==> config.mk <==
export PLATFORM = sky130hd
export DESIGN_NAME = polygon_unique_edge_extractor
export DESIGN_NICKNAME = d
export VERILOG_FILES = /design/src/pue_pkg.sv /design/src/pue_ram.sv /design/src/pue_fifo.sv /design/src/pue_front.sv /design/src/pue_back.sv /design/src/polygon_unique_edge_extractor.sv
export SDC_FILE = /design/constraint.sdc
export NUM_CORES = 2
export LEC_CHECK = 0
export BUFFER_PORTS_ARGS = -buffer_cell sky130_fd_sc_hd__buf_2
export CAP_MARGIN = 5
export CORE_UTILIZATION = 50
export DETAILED_ROUTE_END_ITERATION = 16
export PLACE_DENSITY = 0.65
export SLEW_MARGIN = 15
export SYNTH_ARGS = -nofsm -noshare
export SYNTH_HDL_FRONTEND = slang
export SYNTH_MEMORY_MAX_BITS = 65536
export SYNTH_SLANG_ARGS = --single-unit
==> constraint.sdc <==
create_clock -name clk -period 6.2 [get_ports clk]
set_input_delay 0.93 -clock clk [delete_from_list [all_inputs] [get_ports clk]]
set_output_delay 0.93 -clock clk [all_outputs]
set_load 0.03 [all_outputs]
==> src/pue_pkg.sv <==
`timescale 1ns / 1ps

package pue_pkg;

    // Port widths fixed by the interface
    localparam int PORT_VERT_BITS  = 8;
    localparam int PORT_SLOT_BITS  = 8;
    localparam int PORT_COUNT_BITS = 9;

    // Widest vertex index any configuration of the block can carry
    localparam int CMD_VERT_BITS = 16;

    // Depth of the queues between front, back and result side
    localparam int QUEUE_DEPTH = 2;

    // One edge to look up, as handed from front to back
    typedef struct packed {
        logic [CMD_VERT_BITS-1:0] from_v;
        logic [CMD_VERT_BITS-1:0] to_v;
        logic                     last;
        logic                     eom;
    } edge_cmd_t;

    // One finished result beat
    typedef struct packed {
        logic [PORT_VERT_BITS-1:0]  from_vertex;
        logic [PORT_VERT_BITS-1:0]  to_vertex;
        logic [PORT_SLOT_BITS-1:0]  line_slot;
        logic                       is_new;
        logic                       table_full;
        logic [PORT_COUNT_BITS-1:0] line_count;
        logic                       last_of_run;
    } result_t;

    // Back end sequencer states
    typedef enum logic [1:0] {
        BK_IDLE,
        BK_SCAN,
        BK_FINISH
    } back_state_t;

endpackage

==> src/pue_ram.sv <==
`timescale 1ns / 1ps

module pue_ram #(
    parameter int WIDTH = 16,
    parameter int DEPTH = 256
) (
    input  logic                     clk,
    input  logic                     we,
    input  logic [$clog2(DEPTH)-1:0] waddr,
    input  logic [WIDTH-1:0]         wdata,
    input  logic                     re,
    input  logic [$clog2(DEPTH)-1:0] raddr,
    output logic [WIDTH-1:0]         rdata
);

    logic [WIDTH-1:0] mem_reg [DEPTH];
    logic [WIDTH-1:0] rdata_reg;

    // Write port and registered read port
    always_ff @(posedge clk)
    begin
        if (we)
        begin
            mem_reg[waddr] <= wdata;
        end
        if (re)
        begin
            rdata_reg <= mem_reg[raddr];
        end
    end

    assign rdata = rdata_reg;

endmodule

==> src/pue_fifo.sv <==
`timescale 1ns / 1ps

module pue_fifo #(
    parameter int WIDTH = 8,
    parameter int DEPTH = 2
) (
    input  logic             clk,
    input  logic             rst_n,
    input  logic             push,
    input  logic [WIDTH-1:0] wdata,
    output logic             full,
    input  logic             pop,
    output logic [WIDTH-1:0] rdata,
    output logic             empty
);

    localparam int PW = (DEPTH > 1) ? $clog2(DEPTH) : 1;
    localparam int CW = $clog2(DEPTH + 1);

    logic [WIDTH-1:0] mem_reg [DEPTH];
    logic [PW-1:0]    wr_ptr_reg, wr_ptr_next;
    logic [PW-1:0]    rd_ptr_reg, rd_ptr_next;
    logic [CW-1:0]    cnt_reg, cnt_next;
    logic             push_ok, pop_ok;

    assign full    = (cnt_reg == CW'(DEPTH));
    assign empty   = (cnt_reg == '0);
    assign push_ok = push & ~full;
    assign pop_ok  = pop & ~empty;
    assign rdata   = mem_reg[rd_ptr_reg];

    // Advance pointers and occupancy
    always_comb
    begin
        wr_ptr_next = wr_ptr_reg;
        rd_ptr_next = rd_ptr_reg;
        cnt_next    = cnt_reg;
        if (push_ok)
        begin
            wr_ptr_next = (wr_ptr_reg == PW'(DEPTH - 1)) ? '0 : wr_ptr_reg + PW'(1);
        end
        if (pop_ok)
        begin
            rd_ptr_next = (rd_ptr_reg == PW'(DEPTH - 1)) ? '0 : rd_ptr_reg + PW'(1);
        end
        case ({push_ok, pop_ok})
            2'b10:   cnt_next = cnt_reg + CW'(1);
            2'b01:   cnt_next = cnt_reg - CW'(1);
            default: cnt_next = cnt_reg;
        endcase
    end

    always_ff @(posedge clk or negedge rst_n)
    begin
        if (!rst_n)
        begin
            wr_ptr_reg <= '0;
            rd_ptr_reg <= '0;
            cnt_reg    <= '0;
        end
        else
        begin
            wr_ptr_reg <= wr_ptr_next;
            rd_ptr_reg <= rd_ptr_next;
            cnt_reg    <= cnt_next;
        end
    end

    // Store the incoming beat
    always_ff @(posedge clk)
    begin
        if (push_ok)
        begin
            mem_reg[wr_ptr_reg] <= wdata;
        end
    end

endmodule

==> src/pue_front.sv <==
`timescale 1ns / 1ps

module pue_front #(
    parameter int VERTEX_BITS = 8
) (
    input  logic                               clk,
    input  logic                               rst_n,
    input  logic                               in_valid,
    input  logic [pue_pkg::PORT_VERT_BITS-1:0] vertex,
    input  logic                               end_of_polygon,
    input  logic                               end_of_mesh,
    output logic                               busy,
    output logic                               cmd_push,
    output pue_pkg::edge_cmd_t                 cmd_data,
    input  logic                               cmd_full
);

    localparam int VMAX = pue_pkg::CMD_VERT_BITS;

    logic [VERTEX_BITS-1:0] first_reg, first_next;
    logic [VERTEX_BITS-1:0] prev_reg, prev_next;
    logic                   inside_reg, inside_next;
    logic                   pend0_valid_reg, pend0_valid_next;
    logic                   pend1_valid_reg, pend1_valid_next;
    pue_pkg::edge_cmd_t     pend0_reg, pend0_next;
    pue_pkg::edge_cmd_t     pend1_reg, pend1_next;

    logic [VERTEX_BITS-1:0] vin;
    logic                   eop;
    pue_pkg::edge_cmd_t     step_edge, wrap_edge;

    // Hold at most two pending edges; accept only when none remain
    assign busy     = pend0_valid_reg;
    assign cmd_push = pend0_valid_reg;
    assign cmd_data = pend0_reg;

    assign vin = VERTEX_BITS'(vertex);
    assign eop = end_of_polygon | end_of_mesh;

    // Form the edge to the previous corner and the wrap edge to the first
    always_comb
    begin
        step_edge.from_v = VMAX'(prev_reg);
        step_edge.to_v   = VMAX'(vin);
        step_edge.last   = ~eop;
        step_edge.eom    = 1'b0;

        wrap_edge.from_v = VMAX'(vin);
        wrap_edge.to_v   = inside_reg ? VMAX'(first_reg) : VMAX'(vin);
        wrap_edge.last   = 1'b1;
        wrap_edge.eom    = end_of_mesh;
    end

    always_comb
    begin
        first_next       = first_reg;
        prev_next        = prev_reg;
        inside_next      = inside_reg;
        pend0_next       = pend0_reg;
        pend1_next       = pend1_reg;
        pend0_valid_next = pend0_valid_reg;
        pend1_valid_next = pend1_valid_reg;

        // Drain: shift the second pending edge forward
        if (pend0_valid_reg && !cmd_full)
        begin
            pend0_next       = pend1_reg;
            pend0_valid_next = pend1_valid_reg;
            pend1_valid_next = 1'b0;
        end

        // Accept a corner and queue its edges
        if (in_valid)
        begin
            if (inside_reg)
            begin
                pend0_next       = step_edge;
                pend0_valid_next = 1'b1;
                pend1_next       = wrap_edge;
                pend1_valid_next = eop;
            end
            else
            begin
                pend0_next       = wrap_edge;
                pend0_valid_next = eop;
                pend1_valid_next = 1'b0;
                first_next       = vin;
            end
            prev_next   = vin;
            inside_next = ~eop;
        end
    end

    always_ff @(posedge clk or negedge rst_n)
    begin
        if (!rst_n)
        begin
            first_reg       <= '0;
            prev_reg        <= '0;
            inside_reg      <= 1'b0;
            pend0_valid_reg <= 1'b0;
            pend1_valid_reg <= 1'b0;
        end
        else
        begin
            first_reg       <= first_next;
            prev_reg        <= prev_next;
            inside_reg      <= inside_next;
            pend0_valid_reg <= pend0_valid_next;
            pend1_valid_reg <= pend1_valid_next;
        end
    end

    // Edge payload
    always_ff @(posedge clk)
    begin
        pend0_reg <= pend0_next;
        pend1_reg <= pend1_next;
    end

endmodule

==> src/pue_back.sv <==
`timescale 1ns / 1ps

module pue_back #(
    parameter int MAX_EDGES   = 256,
    parameter int VERTEX_BITS = 8
) (
    input  logic               clk,
    input  logic               rst_n,
    input  pue_pkg::edge_cmd_t cmd_data,
    input  logic               cmd_empty,
    output logic               cmd_pop,
    output logic               res_push,
    output pue_pkg::result_t   res_data,
    input  logic               res_full
);

    localparam int AW = $clog2(MAX_EDGES);
    localparam int CW = $clog2(MAX_EDGES + 1);
    localparam int VB = VERTEX_BITS;
    localparam int OV = pue_pkg::PORT_VERT_BITS;
    localparam int OS = pue_pkg::PORT_SLOT_BITS;
    localparam int OC = pue_pkg::PORT_COUNT_BITS;

    pue_pkg::back_state_t state_reg, state_next;
    pue_pkg::edge_cmd_t   cmd_reg, cmd_next;
    logic [CW-1:0]        count_reg, count_next;
    logic [CW-1:0]        scan_idx_reg, scan_idx_next;
    logic                 chk_valid_reg, chk_valid_next;
    logic [CW-1:0]        chk_idx_reg, chk_idx_next;
    logic                 found_reg, found_next;
    logic [AW-1:0]        slot_reg, slot_next;

    logic                 ram_we, ram_re;
    logic [AW-1:0]        ram_waddr, ram_raddr;
    logic [2*VB-1:0]      ram_wdata, ram_rdata;

    logic [VB-1:0]        a_v, b_v, x_v, y_v;
    logic                 match, room, issue;
    logic [CW-1:0]        slot_out, count_out;
    logic [31:0]          slot_wide, count_wide;

    pue_ram #(
        .WIDTH (2 * VB),
        .DEPTH (MAX_EDGES)
    ) u_table (
        .clk   (clk),
        .we    (ram_we),
        .waddr (ram_waddr),
        .wdata (ram_wdata),
        .re    (ram_re),
        .raddr (ram_raddr),
        .rdata (ram_rdata)
    );

    // Compare the returned entry against the edge in either direction
    assign a_v   = cmd_reg.from_v[VB-1:0];
    assign b_v   = cmd_reg.to_v[VB-1:0];
    assign x_v   = ram_rdata[2*VB-1:VB];
    assign y_v   = ram_rdata[VB-1:0];
    assign match = ((x_v == a_v) && (y_v == b_v)) || ((x_v == b_v) && (y_v == a_v));
    assign room  = (count_reg < CW'(MAX_EDGES));
    assign issue = (state_reg == pue_pkg::BK_SCAN) && (scan_idx_reg < count_reg);

    assign ram_re    = issue;
    assign ram_raddr = scan_idx_reg[AW-1:0];
    assign ram_waddr = count_reg[AW-1:0];
    assign ram_wdata = {a_v, b_v};

    // Build the result beat
    always_comb
    begin
        if (found_reg)
        begin
            slot_out  = CW'(slot_reg);
            count_out = count_reg;
        end
        else if (room)
        begin
            slot_out  = count_reg;
            count_out = count_reg + CW'(1);
        end
        else
        begin
            slot_out  = '0;
            count_out = count_reg;
        end
        slot_wide  = 32'(slot_out);
        count_wide = 32'(count_out);

        res_data.from_vertex = cmd_reg.from_v[OV-1:0];
        res_data.to_vertex   = cmd_reg.to_v[OV-1:0];
        res_data.line_slot   = slot_wide[OS-1:0];
        res_data.is_new      = ~found_reg & room;
        res_data.table_full  = ~found_reg & ~room;
        res_data.line_count  = count_wide[OC-1:0];
        res_data.last_of_run = cmd_reg.last;
    end

    // Sequencer: take an edge, scan the table one entry a cycle, finish
    always_comb
    begin
        state_next     = state_reg;
        cmd_next       = cmd_reg;
        count_next     = count_reg;
        scan_idx_next  = scan_idx_reg;
        chk_valid_next = 1'b0;
        chk_idx_next   = chk_idx_reg;
        found_next     = found_reg;
        slot_next      = slot_reg;
        cmd_pop        = 1'b0;
        res_push       = 1'b0;
        ram_we         = 1'b0;

        case (state_reg)
            pue_pkg::BK_IDLE:
            begin
                if (!cmd_empty)
                begin
                    cmd_pop       = 1'b1;
                    cmd_next      = cmd_data;
                    found_next    = 1'b0;
                    scan_idx_next = '0;
                    state_next    = (count_reg == '0) ? pue_pkg::BK_FINISH : pue_pkg::BK_SCAN;
                end
            end

            pue_pkg::BK_SCAN:
            begin
                if (issue)
                begin
                    scan_idx_next  = scan_idx_reg + CW'(1);
                    chk_valid_next = 1'b1;
                    chk_idx_next   = scan_idx_reg;
                end
                if (chk_valid_reg)
                begin
                    if (match)
                    begin
                        found_next     = 1'b1;
                        slot_next      = chk_idx_reg[AW-1:0];
                        chk_valid_next = 1'b0;
                        state_next     = pue_pkg::BK_FINISH;
                    end
                    else if (chk_idx_reg == count_reg - CW'(1))
                    begin
                        chk_valid_next = 1'b0;
                        state_next     = pue_pkg::BK_FINISH;
                    end
                end
            end

            pue_pkg::BK_FINISH:
            begin
                if (!res_full)
                begin
                    res_push = 1'b1;
                    if (!found_reg && room)
                    begin
                        ram_we     = 1'b1;
                        count_next = count_reg + CW'(1);
                    end
                    if (cmd_reg.eom)
                    begin
                        count_next = '0;
                    end
                    state_next = pue_pkg::BK_IDLE;
                end
            end

            default:
            begin
                state_next = pue_pkg::BK_IDLE;
            end
        endcase
    end

    always_ff @(posedge clk or negedge rst_n)
    begin
        if (!rst_n)
        begin
            state_reg     <= pue_pkg::BK_IDLE;
            count_reg     <= '0;
            scan_idx_reg  <= '0;
            chk_valid_reg <= 1'b0;
        end
        else
        begin
            state_reg     <= state_next;
            count_reg     <= count_next;
            scan_idx_reg  <= scan_idx_next;
            chk_valid_reg <= chk_valid_next;
        end
    end

    // Edge payload and scan bookkeeping
    always_ff @(posedge clk)
    begin
        cmd_reg     <= cmd_next;
        chk_idx_reg <= chk_idx_next;
        found_reg   <= found_next;
        slot_reg    <= slot_next;
    end

endmodule

==> src/polygon_unique_edge_extractor.sv <==
`timescale 1ns / 1ps

// Unique edge extractor. Push one polygon corner per beat; each corner after
// the first yields the edge from the previous corner, and the closing corner
// also yields the wrap edge back to the first corner, so a beat gives zero,
// one or two result beats. Each edge is looked up in the edge table by a
// linear scan that reads one stored entry per cycle from a table memory
// with separate write and read ports, so a lookup grows longer with the
// number of edges stored so far. The table needs no clearing pass: end of
// mesh simply rewinds the fill count, and only slots below it are ever
// read. A small queue between the corner front end and the lookup engine,
// and another on the result side, let either side stall on its own.
module polygon_unique_edge_extractor #(
    parameter int MAX_EDGES   = 256,
    parameter int VERTEX_BITS = 8
) (
    input  logic                                clk,
    input  logic                                rst_n,
    input  logic                                push,
    output logic                                full,
    input  logic [pue_pkg::PORT_VERT_BITS-1:0]  vertex,
    input  logic                                end_of_polygon,
    input  logic                                end_of_mesh,
    output logic                                empty,
    input  logic                                pop,
    output logic [pue_pkg::PORT_VERT_BITS-1:0]  from_vertex,
    output logic [pue_pkg::PORT_VERT_BITS-1:0]  to_vertex,
    output logic [pue_pkg::PORT_SLOT_BITS-1:0]  line_slot,
    output logic                                is_new,
    output logic                                table_full,
    output logic [pue_pkg::PORT_COUNT_BITS-1:0] line_count,
    output logic                                last_of_run
);

    localparam int CMD_W = $bits(pue_pkg::edge_cmd_t);
    localparam int RES_W = $bits(pue_pkg::result_t);

    logic               front_busy, in_valid;
    logic               cmd_push, cmd_full, cmd_empty, cmd_pop;
    pue_pkg::edge_cmd_t cmd_wdata, cmd_rdata;
    logic               res_push, res_full;
    pue_pkg::result_t   res_wdata, res_rdata;

    // Accept a corner beat when the front end holds no pending edges
    assign full     = front_busy;
    assign in_valid = push & ~front_busy;

    pue_front #(
        .VERTEX_BITS (VERTEX_BITS)
    ) u_front (
        .clk            (clk),
        .rst_n          (rst_n),
        .in_valid       (in_valid),
        .vertex         (vertex),
        .end_of_polygon (end_of_polygon),
        .end_of_mesh    (end_of_mesh),
        .busy           (front_busy),
        .cmd_push       (cmd_push),
        .cmd_data       (cmd_wdata),
        .cmd_full       (cmd_full)
    );

    pue_fifo #(
        .WIDTH (CMD_W),
        .DEPTH (pue_pkg::QUEUE_DEPTH)
    ) u_cmd_queue (
        .clk   (clk),
        .rst_n (rst_n),
        .push  (cmd_push),
        .wdata (cmd_wdata),
        .full  (cmd_full),
        .pop   (cmd_pop),
        .rdata (cmd_rdata),
        .empty (cmd_empty)
    );

    pue_back #(
        .MAX_EDGES   (MAX_EDGES),
        .VERTEX_BITS (VERTEX_BITS)
    ) u_back (
        .clk       (clk),
        .rst_n     (rst_n),
        .cmd_data  (cmd_rdata),
        .cmd_empty (cmd_empty),
        .cmd_pop   (cmd_pop),
        .res_push  (res_push),
        .res_data  (res_wdata),
        .res_full  (res_full)
    );

    pue_fifo #(
        .WIDTH (RES_W),
        .DEPTH (pue_pkg::QUEUE_DEPTH)
    ) u_res_queue (
        .clk   (clk),
        .rst_n (rst_n),
        .push  (res_push),
        .wdata (res_wdata),
        .full  (res_full),
        .pop   (pop),
        .rdata (res_rdata),
        .empty (empty)
    );

    // Present the oldest result beat
    assign from_vertex = res_rdata.from_vertex;
    assign to_vertex   = res_rdata.to_vertex;
    assign line_slot   = res_rdata.line_slot;
    assign is_new      = res_rdata.is_new;
    assign table_full  = res_rdata.table_full;
    assign line_count  = res_rdata.line_count;
    assign last_of_run = res_rdata.last_of_run;

endmodule
### Word-level counts from Yosys, hierarchy flattened

Memories as Yosys holds them, arrays and structs flattened. A register that Yosys moved wholly into a read port is not among the register bits.
Cells that the tools add are included.

* register bits: 125
* RAM bits: 4236
* input port bits: 14
* output and inout bits: 38
* logic and storage cells: 157
* memories kept: 3

Memory list
* u_back.u_table.mem_reg: depth 256, bits a word 16, rd ports 1, clocked after Yosys merged registers in 1, write ports 1, line pue_ram.sv:16 `logic [WIDTH-1:0] mem_reg [DEPTH];`
* u_res_queue.mem_reg: depth 2, bits a word 36, rd ports 1, clocked after Yosys merged registers in 0, write ports 1, line pue_fifo.sv:20 `logic [WIDTH-1:0] mem_reg [DEPTH];`
* u_cmd_queue.mem_reg: depth 2, bits a word 34, rd ports 1, clocked after Yosys merged registers in 1, write ports 1, line pue_fifo.sv:20

* add/subtract/negate cells: 11
* order comparisons: 2
* equality and inequality tests: 19
* muxes and demuxes: 54
* bitwise operators: 17
* reductions and logical operators: 26

Operators with widths (number)
* 34-bit 2-to-1 mux: 2
* 9-bit 2-to-1 mux: 6
* 8-bit == test: 4
* 1-bit 2-to-1 mux: 31
* 26-bit 2-to-1 mux: 1
* 8-bit 2-to-1 mux: 3
* 9-bit by 1-bit adder with 9-bit output (second input constant): 2
* 9-bit case mux with 2 select lines: 1
* 2-bit 2-to-1 mux: 6
* 2-bit == test (second input constant): 5
* 2-bit nonzero test: 5
* 9-bit == test: 1
* 9-bit logical NOT: 1
* 9-bit less-than comparator: 1
* 9-bit less-than comparator (second input constant): 1
* 1-bit NOT: 9
* 3-bit AND reduction: 3
* 9-bit by 1-bit subtractor with 9-bit output (second input constant): 1
* 2-bit case mux with 2 select lines: 2
* 2-bit AND reduction: 4
* 4-bit AND reduction: 2
* 1-bit AND: 7
* 2-bit by 1-bit == test with 1-bit output (second input constant): 3
* 2-bit logical NOT: 3
* other kinds (12): 25

### Depth between registers and ports, before layout

* word-level depth: 7
* depth in mapped cells: 13
* gate-level depth less buffers: 9

### By module

From an unflattened synthesis, not the netlist that was laid out.

* cells, all modules: 8127
* area total of the unflattened synthesis: 170442.2 um^2

By module, submodules not included
* pue_ram: instances 1, cells each 7360, area each 158874.9 um^2, seq. area each 123478.4 um^2
* pue_back: instances 1, cells each 337, area each 3477.1 um^2, seq. area each 1606.5 um^2
* pue_fifo (u_res_queue): instances 1, cells each 130, area each 2944.1 um^2, seq. area each 2262.2 um^2
* pue_fifo (u_cmd_queue): instances 1, cells each 124, area each 2801.4 um^2, seq. area each 2142.1 um^2
* pue_front: instances 1, cells each 175, area each 2331.0 um^2, seq. area each 1526.5 um^2
* polygon_unique_edge_extractor: instances 1, cells each 1, area each 13.8 um^2, seq. area each 0.0 um^2

### Least setup slack after synthesis

No wires, ideal clock.

* path kind: register to register
* start point: register u_back.cmd_reg, in the netlist u_back.res_data[27]
* end point: register u_back.slot_reg[0], enable pin
* setup time: 0.370 ns
* data arrival time: 4.568 ns
* data required time: 5.830 ns
* path slack: 1.262 ns
* stages on the path, launching flop included: 6
* path buffers: 0
* clock period less this slack: 4.938 ns
* path through: edfxtp_1 -> xnor2_1 -> nand4_1 -> nor4_1 -> o21ai_0 -> nor2_1

* word-level cells in the longest chain between the ends: 4
* elaborated cells on any way between the ends: 6
* classes of those cells: 2 x eq/ne; 4 x reduce/logical

RTL lines
* start, declared: line pue_back.sv:25 `pue_pkg::edge_cmd_t cmd_reg, cmd_next;`
* start signal, assigned: line pue_back.sv:198 `cmd_reg <= cmd_next;`
* 8-bit == test: line pue_back.sv:60 `assign match = ((x_v == a_v) && (y_v == b_v)) || ((x_v == b_v) && (y_v == a_v));`
* 1-bit logical AND: line pue_back.sv:60
* 1-bit logical OR *: line pue_back.sv:60
* 3-bit AND reduction (no line) *
* end signal, assigned: line pue_back.sv:201 `slot_reg <= slot_next;`
* end, declared: line pue_back.sv:31 `logic [AW-1:0] slot_reg, slot_next;`

Every way passes the cells marked *; elsewhere a longest branch is shown, timed or not.
A chain may end at the register's enable or synchronous reset.

### Worst setup path in the final report

* start point: register u_back.scan_idx_reg[0]
* end point: register u_back.u_table.rdata_reg[7], in the netlist u_back.u_table.rdata[7], read port of u_back.u_table.mem_reg, data pin

* word-level cells in the longest chain between the ends: 2

RTL lines
* start, declared: line pue_back.sv:27 `logic [CW-1:0] scan_idx_reg, scan_idx_next;`
* start signal, assigned: line pue_back.sv:190 `scan_idx_reg <= scan_idx_next;`
* 9-bit less-than comparator: line pue_back.sv:62 `assign issue = (state_reg == pue_pkg::BK_SCAN) && (scan_idx_reg < count_reg);`
* 1-bit logical AND: line pue_back.sv:62
* end, declared: line pue_ram.sv:17 `logic [WIDTH-1:0] rdata_reg;`

Parallel ways exist; a longest one is shown, timed or not.

==> results.toml <==
[finish]
largest_reg_flops = 4096
design_area_mm2 = 0.189
stdcell_count = 13000
layout-drive-gt1-share_pct = 26.9
area_delta_synth_final_pct = 13.2
nets = 8241
fillers = 24000

[sta]
max_freq_ghz = 0.199
fin_tns_setup_ns = 0
final_hold_viol_count = 0
rsz0062_at_grt = "false"
final-max-slew-violation-count = 0
finalCriticalPeriod_ns = 5.02
setup_viol = 0
skew_ns = 0.0704
relSlewSlack_pct = 8.25
tightestPinTransition_ns = 1.38
fin_crit_sh_pct = 80.9

[yosys]
synthMostInstantiatedCell = "edfxtp_1"
ys_types = 69
seq_area_frac_synth_pct = 78.0
synthArstFlopShare_pct = 1.11
yosys-top-cells-area = "edfxtp_1 (77%), mux4_2 (13%), mux2i_1 (1.6%), a22oi_1 (1.0%), nor2_1 (0.74%)"
ys_ff_latch = 4339
synth_top_cell_by_area = "edfxtp_1"
synthFlopType = "edfxtp_1"
syn_inst = 7655
ys_warn_count = 0
avgSynthCellArea_um2 = 21.8
synth_top_area_share_pct = 77.3
synth_edf_count = 4291
syn_area_mm2 = 0.167
synth_nets = 7687
synth_common_cells = "edfxtp_1 (4291), mux4_2 (938), nor2_1 (330)"

[global_route]
grt_pass1_wl_um = 659000
grt-ovfl-total = 0
grt_max_degree = 165
grtUsageTotal_pct = 28.2
antenna_found_initial = 28
grt_pass1_vias = 83900

[cts]
clock-root-buffer = "clkbuf_16"
htree_levels = 5
clkTransAtPathRegs_ns = 0.06
cts_tree = "done"
cts_buffers = 431
cts_resized = 0
clockBufferDepth = 4
post_cts_buffers = 0
cts_sinks = 4339
hold_buffers = 0
worstSkewPairLatency_ns = 0.98

[detailed_routing]
final_antenna_net_count = 0
post-route-drc-count = 0
totalWireLength_um = 474000
vias_per_cell = 6.62
drt_iter0_drc = 12700
via_count = 85800
routedWlPerCell_um = 36.6
drtPass1Iterations = 6

[place]
routabilityCongestion = 0.890
hpwl_um = 285000
dp_cells = 12100
portBuffers = 51
placed_area_mm2 = 0.175

[setup_path]
r2r_cells = 8
critPathKind = "flop to flop"
worstPathRequired_ns = 6.88
worstPathArrival_ns = 5.70
cp-end-kind = "flop"
start_kind = "flop"
critPathMaxFanout = 73

[power]
power_density_mw_per_mm2 = 443
pwr-share-seq_pct = 41.6
swShare_pct = 31.5
p_leak_nw = 59.2
power.share.clock_pct = 30.9
p_int_mw = 57.2
p_sw_mw = 26.3
ir_drop_mv = 0.280
combPwrFrac_pct = 27.5

[die]
ioPinCount = 52
initial_utilization_pct = 50.3
placementRows = 211
die_y_um = 579
coreArea_mm2 = 0.331
die-area_mm2 = 0.336
die_w_um = 579

[job]
maxCapViolations = 0

[min_path]
hold_class = "primary input to async pin"

[outcome]
status = "finished, final reports clean"
[power by group through the flow]
stage               sequential [mW]  combinational (mW)  clock [mW]
finish                         34.7                23.0        25.8
global route                   34.7                23.7        27.2
CTS                            34.7                22.9        26.1
detailed placement             35.3                22.8           0
global placement               35.3                22.6           0
floorplan                      35.7                13.7           0
[routing by layer]
layer / wire [µm] / global-route usage [%] / vias to the layer above
met3: 54500 / 6.55 / 908
met1: 179000 / 39.7 / 45900
met4: 20800 / 11.0 / 20
li1: - / - / 33500
met2: 219000 / 43.3 / 5546
met5: 130 / 0 / -
[cells by family after synthesis]
| family | Yosys count | synth area share (%) |
|---|---|---|
| muxes | 1285 | 14.8 |
| adders and majority gates | 18 | 0.135 |
| DFF | 4339 | 78.0 |
| xor gates and xnor gates | 59 | 0.310 |
| and+or+nand+nor | 709 | 1.87 |
| AOI/OAI and AO/OA | 781 | 3.30 |
| buffers and inverters | 464 | 1.54 |
[area by class of cell]
cell class | instances | area (µm²) | area share, %
well taps | 4366 | 5460 | 2.90
multi-input cells | 2852 | 34400 | 18.2
inverters | 27 | 106 | 0.0564
clock buffers | 537 | 11300 | 6.00
repair buffers | 558 | 4560 | 2.42
clock inverters | 255 | 2650 | 1.41
diodes | 21 | 52.6 | 0.0279
flip-flops and latches | 4339 | 130000 | 69.0
[cells in the final DEF (no fill, tap or decap), types with 21 or more instances in the layout]
| cell type | instances |
|---|---|
| nand3_1 | 43 |
| clkinv_1 | 93 |
| diode_2 | 21 |
| nor2_1 | 262 |
| a211oi_1 | 35 |
| buf_4 | 468 |
| mux4_2 | 938 |
| a22o_1 | 38 |
| nand4_1 | 21 |
| nor4_1 | 23 |
| mux2i_1 | 268 |
| buf_2 | 51 |
| a21oi_1 | 124 |
| nand2_1 | 155 |
| nor2_2 | 62 |
| xnor2_1 | 50 |
| o21ai_0 | 84 |
| clkbuf_16 | 436 |
| buf_12 | 37 |
| clkbuf_1 | 98 |
| edfxtp_1 | 4291 |
| nor3_1 | 32 |
| o22ai_1 | 62 |
| clkinv_2 | 84 |
| a221oi_1 | 74 |
| dfrtp_1 | 41 |
| o221ai_1 | 34 |
| inv_1 | 21 |
| a22oi_1 | 222 |
| mux2_2 | 79 |
| bufinv_16 | 39 |
[final timing paths]
kind	slack, ns	startpoint	to
max in group asynchronous	5.50	rst_n	u_back.scan_idx_reg[3]
max reg2reg	1.18	u_back.scan_idx_reg[0]	u_back.u_table.rdata[7]
min in group clk	0.17	end_of_polygon	u_front.inside_reg
min reg2reg	0.45	u_front.cmd_data[19]	u_cmd_queue.mem_reg[0][19]
min	0.11	rst_n	u_res_queue.cnt_reg[0]
max	1.18	u_back.scan_idx_reg[0]	u_back.u_table.rdata[7]
[worst max-delay path: stages (launching register included)]
cell,delay [ns]
dfrtp_4,1.09
buf_12,0.50
mux4_2,0.58
a22o_1,0.31
a221oi_1,0.75
o22ai_1,0.15
nor4_1,0.84
buf_4,0.25
o32ai_1,0.07
[stage by stage]
stage | power (mW) | setup slack (ns) | hold WS, ns | util (%)
2_1_floorplan | 49.5 | 1.26 | 0.421 | -
3_3_place_gp | 57.9 | 1.07 | 0.424 | 52.7
3_5_place_dp | 58.1 | 1.12 | 0.431 | 52.7
4_1_cts | 83.6 | 1.14 | 0.0857 | 56.9
5_1_grt | 85.6 | 1.09 | 0.135 | 57.0
6_report | 83.5 | 1.18 | 0.110 | 57.0
Note: power is estimated with default switching activity, not from simulation.
